<file path="config.mk">
export PLATFORM = sky130hd
export DESIGN_NAME = shell_word_tokenizer
export DESIGN_NICKNAME = d
export VERILOG_FILES = /design/src/design/swt_pkg.sv /design/src/design/swt_decode.sv /design/src/design/swt_result_buf.sv /design/src/design/shell_word_tokenizer.sv
export SDC_FILE = /design/constraint.sdc
export NUM_CORES = 1
export LEC_CHECK = 0
export CAP_MARGIN = 20
export CELL_PAD_IN_SITES_DETAIL_PLACEMENT = 1
export CELL_PAD_IN_SITES_GLOBAL_PLACEMENT = 2
export CORE_MARGIN = 2
export CORE_UTILIZATION = 45
export DETAILED_ROUTE_END_ITERATION = 7
export DONT_BUFFER_PORTS = 1
export PLACE_DENSITY = 0.93
export SYNTH_ARGS = -nofsm -noshare
export SYNTH_HDL_FRONTEND = slang
export SYNTH_HIERARCHICAL = 1
export SYNTH_SLANG_ARGS = --single-unit
export TNS_END_PERCENT = 1
</file>
<file path="constraint.sdc">
create_clock -name clk -period 8.25 [get_ports clk]
set_input_delay 1.2375 -clock clk [delete_from_list [all_inputs] [get_ports clk]]
set_output_delay 1.2375 -clock clk [all_outputs]
set_load 0.01 [all_outputs]
</file>
<file path="src/design/swt_pkg.sv">
// Shared types, character codes and helpers for the shell word tokenizer.
package swt_pkg;

	localparam logic [7:0] CH_BSLASH = 8'h5C;
	localparam logic [7:0] CH_DQUOTE = 8'h22;
	localparam logic [7:0] CH_SQUOTE = 8'h27;
	localparam logic [7:0] CH_DOLLAR = 8'h24;
	localparam logic [7:0] CH_BTICK  = 8'h60;
	localparam logic [7:0] CH_SPACE  = 8'h20;

	localparam logic [1:0] QM_NONE   = 2'd0;
	localparam logic [1:0] QM_SINGLE = 2'd1;
	localparam logic [1:0] QM_DOUBLE = 2'd2;

	localparam logic [1:0] ST_OK    = 2'd0;
	localparam logic [1:0] ST_LONG  = 2'd1;
	localparam logic [1:0] ST_QUOTE = 2'd2;

	localparam logic [16:0] COUNT_MAX       = 17'h1FFFF;
	localparam logic [15:0] MAX_LEN_DEFAULT = 16'd1024;

	typedef struct packed {
		logic [7:0] char_out;
		logic       char_valid;
		logic       word_end;
		logic       line_end;
		logic [1:0] line_status;
	} result_t;

	typedef struct packed {
		logic        word_open;
		logic [1:0]  quote_mode;
		logic        escape_pending;
		logic [16:0] byte_count;
	} tok_state_t;

	typedef struct packed {
		logic [1:0]        cnt;
		result_t [2:0]     res;
	} group_t;

	function automatic logic is_space(input logic [7:0] c);
		return (c == CH_SPACE) || (c >= 8'd9 && c <= 8'd13);
	endfunction

	function automatic logic is_dq_escapable(input logic [7:0] c);
		return (c == CH_DQUOTE) || (c == CH_BSLASH) || (c == CH_DOLLAR) || (c == CH_BTICK);
	endfunction

	function automatic result_t char_result(input logic [7:0] c);
		result_t r;
		r = '0;
		r.char_out   = c;
		r.char_valid = 1'b1;
		return r;
	endfunction

endpackage

</file>
<file path="src/design/swt_decode.sv">
// Per-byte decoder: next tokenizer state and the group of results one byte causes.
module swt_decode
	import swt_pkg::*;
(
	input  logic [7:0]  byte_s1,
	input  logic        last_s1,
	input  tok_state_t  st,
	input  logic [15:0] max_len,
	output tok_state_t  nxt,
	output group_t      grp
);

	logic [16:0] cnt_inc;
	logic [1:0]  n;
	logic        done;
	logic        outside;
	logic [7:0]  qc;
	logic [1:0]  status;
	result_t     le_res;

	always_comb begin
		nxt     = st;
		n       = 2'd0;
		grp     = '0;
		done    = 1'b0;
		outside = 1'b0;
		qc      = CH_SQUOTE;
		status  = ST_OK;
		le_res  = '0;

		cnt_inc = (st.byte_count != COUNT_MAX) ? st.byte_count + 17'd1 : st.byte_count;
		nxt.byte_count = cnt_inc;

		if (st.quote_mode == QM_DOUBLE && st.escape_pending) begin
			nxt.escape_pending = 1'b0;
			done = 1'b1;
			if (is_dq_escapable(byte_s1)) begin
				grp.res[0] = char_result(byte_s1);
				n = 2'd1;
			end else begin
				grp.res[0] = char_result(CH_BSLASH);
				grp.res[1] = char_result(byte_s1);
				n = 2'd2;
			end
		end else if (st.escape_pending) begin
			nxt.escape_pending = 1'b0;
			nxt.quote_mode     = QM_NONE;
			nxt.word_open      = 1'b1;
			grp.res[0] = char_result(byte_s1);
			n = 2'd1;
			done = 1'b1;
		end

		if (!done) begin
			if (st.quote_mode == QM_SINGLE || st.quote_mode == QM_DOUBLE) begin
				qc = (st.quote_mode == QM_SINGLE) ? CH_SQUOTE : CH_DQUOTE;
				if (st.quote_mode == QM_DOUBLE && byte_s1 == CH_BSLASH && !last_s1) begin
					nxt.escape_pending = 1'b1;
				end else if (byte_s1 == qc) begin
					nxt.quote_mode = QM_NONE;
				end else begin
					grp.res[0] = char_result(byte_s1);
					n = 2'd1;
				end
			end else begin
				nxt.quote_mode = QM_NONE;
				outside = 1'b1;
			end
		end

		if (outside) begin
			if (byte_s1 == CH_DQUOTE || byte_s1 == CH_SQUOTE) begin
				nxt.quote_mode = (byte_s1 == CH_SQUOTE) ? QM_SINGLE : QM_DOUBLE;
				nxt.word_open  = 1'b1;
			end else if (is_space(byte_s1)) begin
				if (st.word_open) begin
					grp.res[0] = '0;
					grp.res[0].word_end = 1'b1;
					n = 2'd1;
				end
				nxt.word_open = 1'b0;
			end else if (byte_s1 == CH_BSLASH && !last_s1) begin
				nxt.escape_pending = 1'b1;
			end else begin
				grp.res[0] = char_result(byte_s1);
				n = 2'd1;
				nxt.word_open = 1'b1;
			end
		end

		if (last_s1) begin
			if (cnt_inc > {1'b0, max_len}) begin
				status = ST_LONG;
			end else if (nxt.quote_mode != QM_NONE) begin
				status = ST_QUOTE;
			end
			le_res.word_end    = nxt.word_open && (status == ST_OK);
			le_res.line_end    = 1'b1;
			le_res.line_status = status;
			grp.res[n] = le_res;
			n = n + 2'd1;
			nxt = '0;
		end

		grp.cnt = n;
	end

endmodule

</file>
<file path="src/design/swt_result_buf.sv">
// Result group register: holds the results of one byte and hands them out in order.
module swt_result_buf
	import swt_pkg::*;
(
	input  logic    clk,
	input  logic    arst_n,
	input  logic    load,
	input  group_t  grp,
	output logic    free,
	output logic    out_valid,
	input  logic    out_ready,
	output result_t head,
	output logic    head_last
);

	result_t [2:0] res_q;
	logic [1:0]    cnt_q;
	logic [1:0]    idx_q;
	logic          valid_q;

	assign head_last = (idx_q == cnt_q - 2'd1);
	assign head      = res_q[idx_q];
	assign out_valid = valid_q;
	assign free      = !valid_q || (out_ready && head_last);

	always_ff @(posedge clk or negedge arst_n) begin
		if (!arst_n) begin
			valid_q <= 1'b0;
			cnt_q   <= 2'd0;
			idx_q   <= 2'd0;
		end else if (load) begin
			valid_q <= 1'b1;
			cnt_q   <= grp.cnt;
			idx_q   <= 2'd0;
		end else if (valid_q && out_ready) begin
			if (head_last) begin
				valid_q <= 1'b0;
			end else begin
				idx_q <= idx_q + 2'd1;
			end
		end
	end

	always_ff @(posedge clk) begin
		if (load) begin
			res_q <= grp.res;
		end
	end

endmodule

</file>
<file path="src/design/shell_word_tokenizer.sv">
// Top level of the shell word tokenizer: input stage, state, decoder and result register.
// Path: a byte passes the input stage register and then the result group register before its
// first result is offered; while the result register is busy the byte waits in the input stage.
// Throughput: one byte per cycle while the result group register can take its group; a byte
// causing k results (k up to 3) keeps that register busy until all k are taken, the limit.
// Reset: arst_n clears the input stage, tokenizer state and result register at once
// and sets max_len_q to 1024; no clearing pass.
module shell_word_tokenizer
	import swt_pkg::*;
(
	input  logic        clk,
	input  logic        arst_n,
	input  logic        in_valid,
	output logic        in_ready,
	input  logic [7:0]  byte_in,
	input  logic        line_last,
	output logic        out_valid,
	input  logic        out_ready,
	output logic [7:0]  char_out,
	output logic        char_valid,
	output logic        word_end,
	output logic        line_end,
	output logic [1:0]  line_status,
	output logic        run_last,
	input  logic        cfg_valid,
	output logic        cfg_ready,
	input  logic [15:0] cfg_data
);

	logic        valid_s1;
	logic [7:0]  byte_s1;
	logic        last_s1;
	tok_state_t  state_q;
	tok_state_t  state_nxt;
	logic [15:0] max_len_q;
	group_t      grp;
	logic        buf_free;
	logic        consume;
	logic        load;
	result_t     head;

	assign cfg_ready = 1'b1;
	assign consume   = valid_s1 && ((grp.cnt == 2'd0) || buf_free);
	assign load      = valid_s1 && (grp.cnt != 2'd0) && buf_free;
	assign in_ready  = !valid_s1 || consume;

	always_ff @(posedge clk or negedge arst_n) begin
		if (!arst_n) begin
			max_len_q <= MAX_LEN_DEFAULT;
		end else if (cfg_valid) begin
			max_len_q <= cfg_data;
		end
	end

	// hold the request until the decoder consumes it
	always_ff @(posedge clk or negedge arst_n) begin
		if (!arst_n) begin
			valid_s1 <= 1'b0;
			state_q  <= '0;
		end else begin
			if (in_ready) begin
				valid_s1 <= in_valid;
			end
			if (consume) begin
				state_q <= state_nxt;
			end
		end
	end

	always_ff @(posedge clk) begin
		if (in_valid && in_ready) begin
			byte_s1 <= byte_in;
			last_s1 <= line_last;
		end
	end

	swt_decode u_decode (
		.byte_s1 (byte_s1),
		.last_s1 (last_s1),
		.st      (state_q),
		.max_len (max_len_q),
		.nxt     (state_nxt),
		.grp     (grp)
	);

	swt_result_buf u_result_buf (
		.clk       (clk),
		.arst_n    (arst_n),
		.load      (load),
		.grp       (grp),
		.free      (buf_free),
		.out_valid (out_valid),
		.out_ready (out_ready),
		.head      (head),
		.head_last (run_last)
	);

	assign char_out    = head.char_out;
	assign char_valid  = head.char_valid;
	assign word_end    = head.word_end;
	assign line_end    = head.line_end;
	assign line_status = head.line_status;

endmodule

</file>
==> impl_metrics.xml <==
<?xml version="1.0" encoding="UTF-8"?>
<metrics>
  <group name="clocking">
    <metric name="clkTransAtPathRegs" unit="ns">0.07</metric>
    <metric name="cts_resized" unit="">0</metric>
    <metric name="clk_root_buffer_cell" unit="">clkbuf_16</metric>
    <metric name="worstSkewPairLatency" unit="ns">0.36</metric>
    <metric name="postCtsSetupRepairBufs" unit="">0</metric>
    <metric name="numCtsBuffers" unit="">9</metric>
    <metric name="numClockSinks" unit="">91</metric>
    <metric name="tritoncts_clock_tree" unit="">built</metric>
    <metric name="holdBufCountCts" unit="">0</metric>
    <metric name="clockBufferDepth" unit="">2</metric>
    <metric name="ctsHtreeMaxLevel" unit="">3</metric>
  </group>
  <group name="floorplanning">
    <metric name="floorplan.die_area" unit="mm²">0.0125</metric>
    <metric name="io-pin-count" unit="">47</metric>
    <metric name="row_count" unit="">39</metric>
    <metric name="placeableCoreArea" unit="mm²">0.0114</metric>
    <metric name="die_h" unit="µm">112</metric>
    <metric name="floorplan.die.width" unit="µm">112</metric>
    <metric name="start_util" unit="">0.461</metric>
  </group>
  <group name="place">
    <metric name="place_area" unit="mm²">0.00526</metric>
    <metric name="port-buffer-count" unit="">0</metric>
    <metric name="finalWeightedCongestion" unit="">0.812</metric>
    <metric name="place_hpwl" unit="µm">7890</metric>
  </group>
  <group name="sta">
    <metric name="tightest_slew" unit="ns">0.989</metric>
    <metric name="setup_viol" unit="">0</metric>
    <metric name="unrepaired_setup_endpoints_after_global_routing" unit="">no</metric>
    <metric name="fin_crit" unit="ns">5.08</metric>
    <metric name="final_max_tran_viols" unit="">0</metric>
    <metric name="setup_total_negative_slack" unit="ns">0</metric>
    <metric name="timing_limited_maximum_frequency" unit="MHz">197</metric>
    <metric name="finalHoldViolations" unit="">0</metric>
    <metric name="clock_skew" unit="ns">0.0106</metric>
    <metric name="max_slew_margin" unit="">0.341</metric>
    <metric name="layout_worst_path_cycle_share" unit="">0.615</metric>
  </group>
  <group name="cells_and_area">
    <metric name="stdcell_area" unit="mm²">0.00558</metric>
    <metric name="post-route-util" unit="">0.491</metric>
    <metric name="num_antenna_cells" unit="">0</metric>
    <metric name="nets" unit="">506</metric>
    <metric name="final_common_cell" unit="">edfxtp_1</metric>
    <metric name="layout_common_cells" unit="">edfxtp_1 (48), dfrtp_1 (42), nand2_1 (35)</metric>
    <metric name="drive_gt1_frac" unit="">0.166</metric>
    <metric name="area_delta_synth_final" unit="%">6.52</metric>
  </group>
  <group name="drt">
    <metric name="remaining_drc_errors" unit="">0</metric>
    <metric name="route.detailed.wl_per_inst" unit="µm">18.0</metric>
    <metric name="vias" unit="">3357</metric>
    <metric name="detail_route.iter0.violations" unit="">261</metric>
    <metric name="dr.pass1.iters" unit="">4</metric>
    <metric name="routed_wirelength" unit="µm">10900</metric>
    <metric name="drtAntennaViolNets" unit="">0</metric>
    <metric name="routed_via_density" unit="">5.58</metric>
  </group>
  <group name="critical_path">
    <metric name="endpoint_type_of_the_worst_setup_path" unit="">primary output</metric>
    <metric name="cp_top_family" unit="">simple AND/OR/NAND/NOR gates</metric>
    <metric name="critical_path_buf_inv_count" unit="">2</metric>
    <metric name="slowest_stage" unit="">nor3b_1</metric>
    <metric name="worst_ep_arrival_time" unit="ns">3.84</metric>
    <metric name="timing.critical_path.cells" unit="">inv_1 &gt; ha_1 &gt; or2b_1 &gt; a31oi_1 &gt; nor3b_1 &gt; a22oi_4 &gt; and2_4 &gt; ha_1 &gt; nand2_1 &gt; o21ai_0 &gt; o21ai_0 &gt; nor2_1 &gt; inv_1</metric>
    <metric name="worst-setup-path-type" unit="">flop to primary output</metric>
    <metric name="critical_path.startpoint_type" unit="">flop</metric>
    <metric name="worst-path-max-fanout" unit="">5</metric>
    <metric name="cp.required" unit="ns">7.01</metric>
    <metric name="critical_path.max_stage_delay" unit="ns">0.59</metric>
  </group>
  <group name="global_route">
    <metric name="grt_start_max_net_pins" unit="">47</metric>
    <metric name="grt-ovfl-total" unit="">0</metric>
    <metric name="grt_util_all_layers" unit="">0.186</metric>
    <metric name="grt_antenna_before_repair" unit="">0</metric>
    <metric name="grt_pass1_wl" unit="µm">18400</metric>
    <metric name="grt_pass1_vias" unit="">3706</metric>
  </group>
  <group name="worst_hold_path">
    <metric name="min-delay-path-class" unit="">flop to flop</metric>
  </group>
  <group name="synth">
    <metric name="synthDistinctLibCells" unit="">70</metric>
    <metric name="ys_warn_count" unit="">6</metric>
    <metric name="fraction_of_registers_with_async_set_or_reset_after_synthesis" unit="">0.473</metric>
    <metric name="seq_area_frac_synth" unit="">0.481</metric>
    <metric name="synthCells" unit="">459</metric>
    <metric name="synthesis.area_per_instance" unit="µm²">11.4</metric>
    <metric name="ys_ff_latch" unit="">91</metric>
    <metric name="top_reg_cell_synth" unit="">edfxtp_1</metric>
    <metric name="synthesis.area" unit="mm²">0.00524</metric>
    <metric name="synth-edff-count" unit="">48</metric>
  </group>
  <group name="outcome">
    <metric name="run_status" unit="">completed</metric>
  </group>
  <group name="power">
    <metric name="leakagePower" unit="µW">0.00241</metric>
    <metric name="p_per_area" unit="mW/mm²">278</metric>
    <metric name="vdd_ir_drop_max" unit="mV">0.151</metric>
  </group>
  <group name="flow_run">
    <metric name="max_cap_violations" unit="">0</metric>
  </group>
</metrics>
==> Yosys cell counts (all sizes together), types with 3 or more instances <==
cell type | count | area share
o211ai | 3 | 0.0053
clkbuf | 4 | 0.0029
o21ai | 23 | 0.023
mux2i | 15 | 0.029
dfrtp | 42 | 0.20
or2b | 3 | 0.0043
xnor2 | 13 | 0.025
nand4b | 3 | 0.0079
nand3 | 12 | 0.011
a21oi | 11 | 0.011
edfxtp | 48 | 0.28
nand2 | 35 | 0.025
nor2b | 18 | 0.021
nor3 | 8 | 0.0076
and2 | 6 | 0.0076
buf | 21 | 0.034
a211oi | 4 | 0.0057
nor2 | 29 | 0.021
xor2 | 5 | 0.0084
inv | 29 | 0.021
ha | 22 | 0.053
mux2 | 39 | 0.098
nand4 | 7 | 0.0084
and3 | 16 | 0.020
==> logic make-up after synthesis <==
kind of cell               after synthesis  synth area share
and+or+nand+nor                        153             0.160
DFF                                     91             0.481
AOI/OAI and AO/OA                       64            0.0857
buffers and inverters                   55            0.0597
muxes                                   54             0.127
adders and majority gates               22            0.0525
xor gates and xnor gates                18            0.0330
other                                    2           0.00143
==> where the power goes <==
group	leakage (µW)	total, µW	switching, µW	internal [µW]
Sequential	0.00100	702	99.9	602
Clock	0.000144	421	183	238
Combinational	0.00126	428	249	179
==> registers in the layout, summed over array words and instances, names as in the netlist <==
signal	cells
u_result_buf/res_q	39
state_q	21
max_len_q	16
byte_s1	8
u_result_buf/cnt_q	2
u_result_buf/idx_q	2
last_s1	1
u_result_buf/out_valid	1
valid_s1	1
==> final timing paths <==
check / slack, ns / cells after the start / to / startpoint
setup / recovery: 3.17 / 13 / in_ready / state_q[18]$_DFFE_PN0P_
hold / removal: 0.51 / 1 / max_len_q[14]$_DFFE_PN0P_ / max_len_q[14]$_DFFE_PN0P_
setup reg to reg: 3.81 / 13 / byte_s1[3]$_DFFE_PP_ / state_q[18]$_DFFE_PN0P_
hold reg to reg: 0.51 / 1 / max_len_q[14]$_DFFE_PN0P_ / max_len_q[14]$_DFFE_PN0P_
max in group asynchronous: 7.50 / 0 / max_len_q[10]$_DFFE_PN1P_ / arst_n
min in group asynchronous: 0.57 / 0 / state_q[19]$_DFFE_PN0P_ / arst_n
==> per-layer routing <==
| layer | wire length, µm | vias to the layer above | GRT usage |
|---|---|---|---|
| met4 | 153 | 0 | 0.0601 |
| met5 | 0 | - | 0 |
| met1 | 4750 | 1688 | 0.229 |
| li1 | - | 1614 | - |
| met2 | 5570 | 44 | 0.321 |
| met3 | 376 | 11 | 0.0468 |
==> worst register-to-register path, cell delays in order, from the launching register on <==
cell     delay [ns]
dfrtp_1        0.41
inv_1          0.08
ha_1           0.31
or2b_1         0.26
a31oi_1        0.26
nor3b_1        0.59
a22oi_4        0.16
and2_4         0.21
ha_1           0.29
nand2_1        0.06
o21ai_0        0.14
o21ai_0        0.44
nor2_1         0.12
nor2b_1        0.72
==> stage by stage <==
step           power [µW]  worst slack, ns  cells  hold WS (ns)
2_1_floorplan        1050             3.30    467         0.481
3_3_place_gp         1100             3.76    585         0.491
3_5_place_dp         1140             3.61    585         0.496
4_1_cts              1560             3.10    601         0.511
5_1_grt              1640             2.85    602         0.536
6_report             1550             3.17    602         0.509
==> cell type report <==
| class | count | area [µm²] |
|---|---|---|
| clock buffers | 10 | 229 |
| well taps | 143 | 179 |
| clock inverters | 6 | 72.6 |
| fillers | 1217 | 5790 |
| multi-input cells | 321 | 2440 |
| flip-flops and latches | 91 | 2520 |
| inverters | 29 | 109 |
| repair buffers | 2 | 27.5 |
No activity file was read; power rests on OpenSTA's default activity.
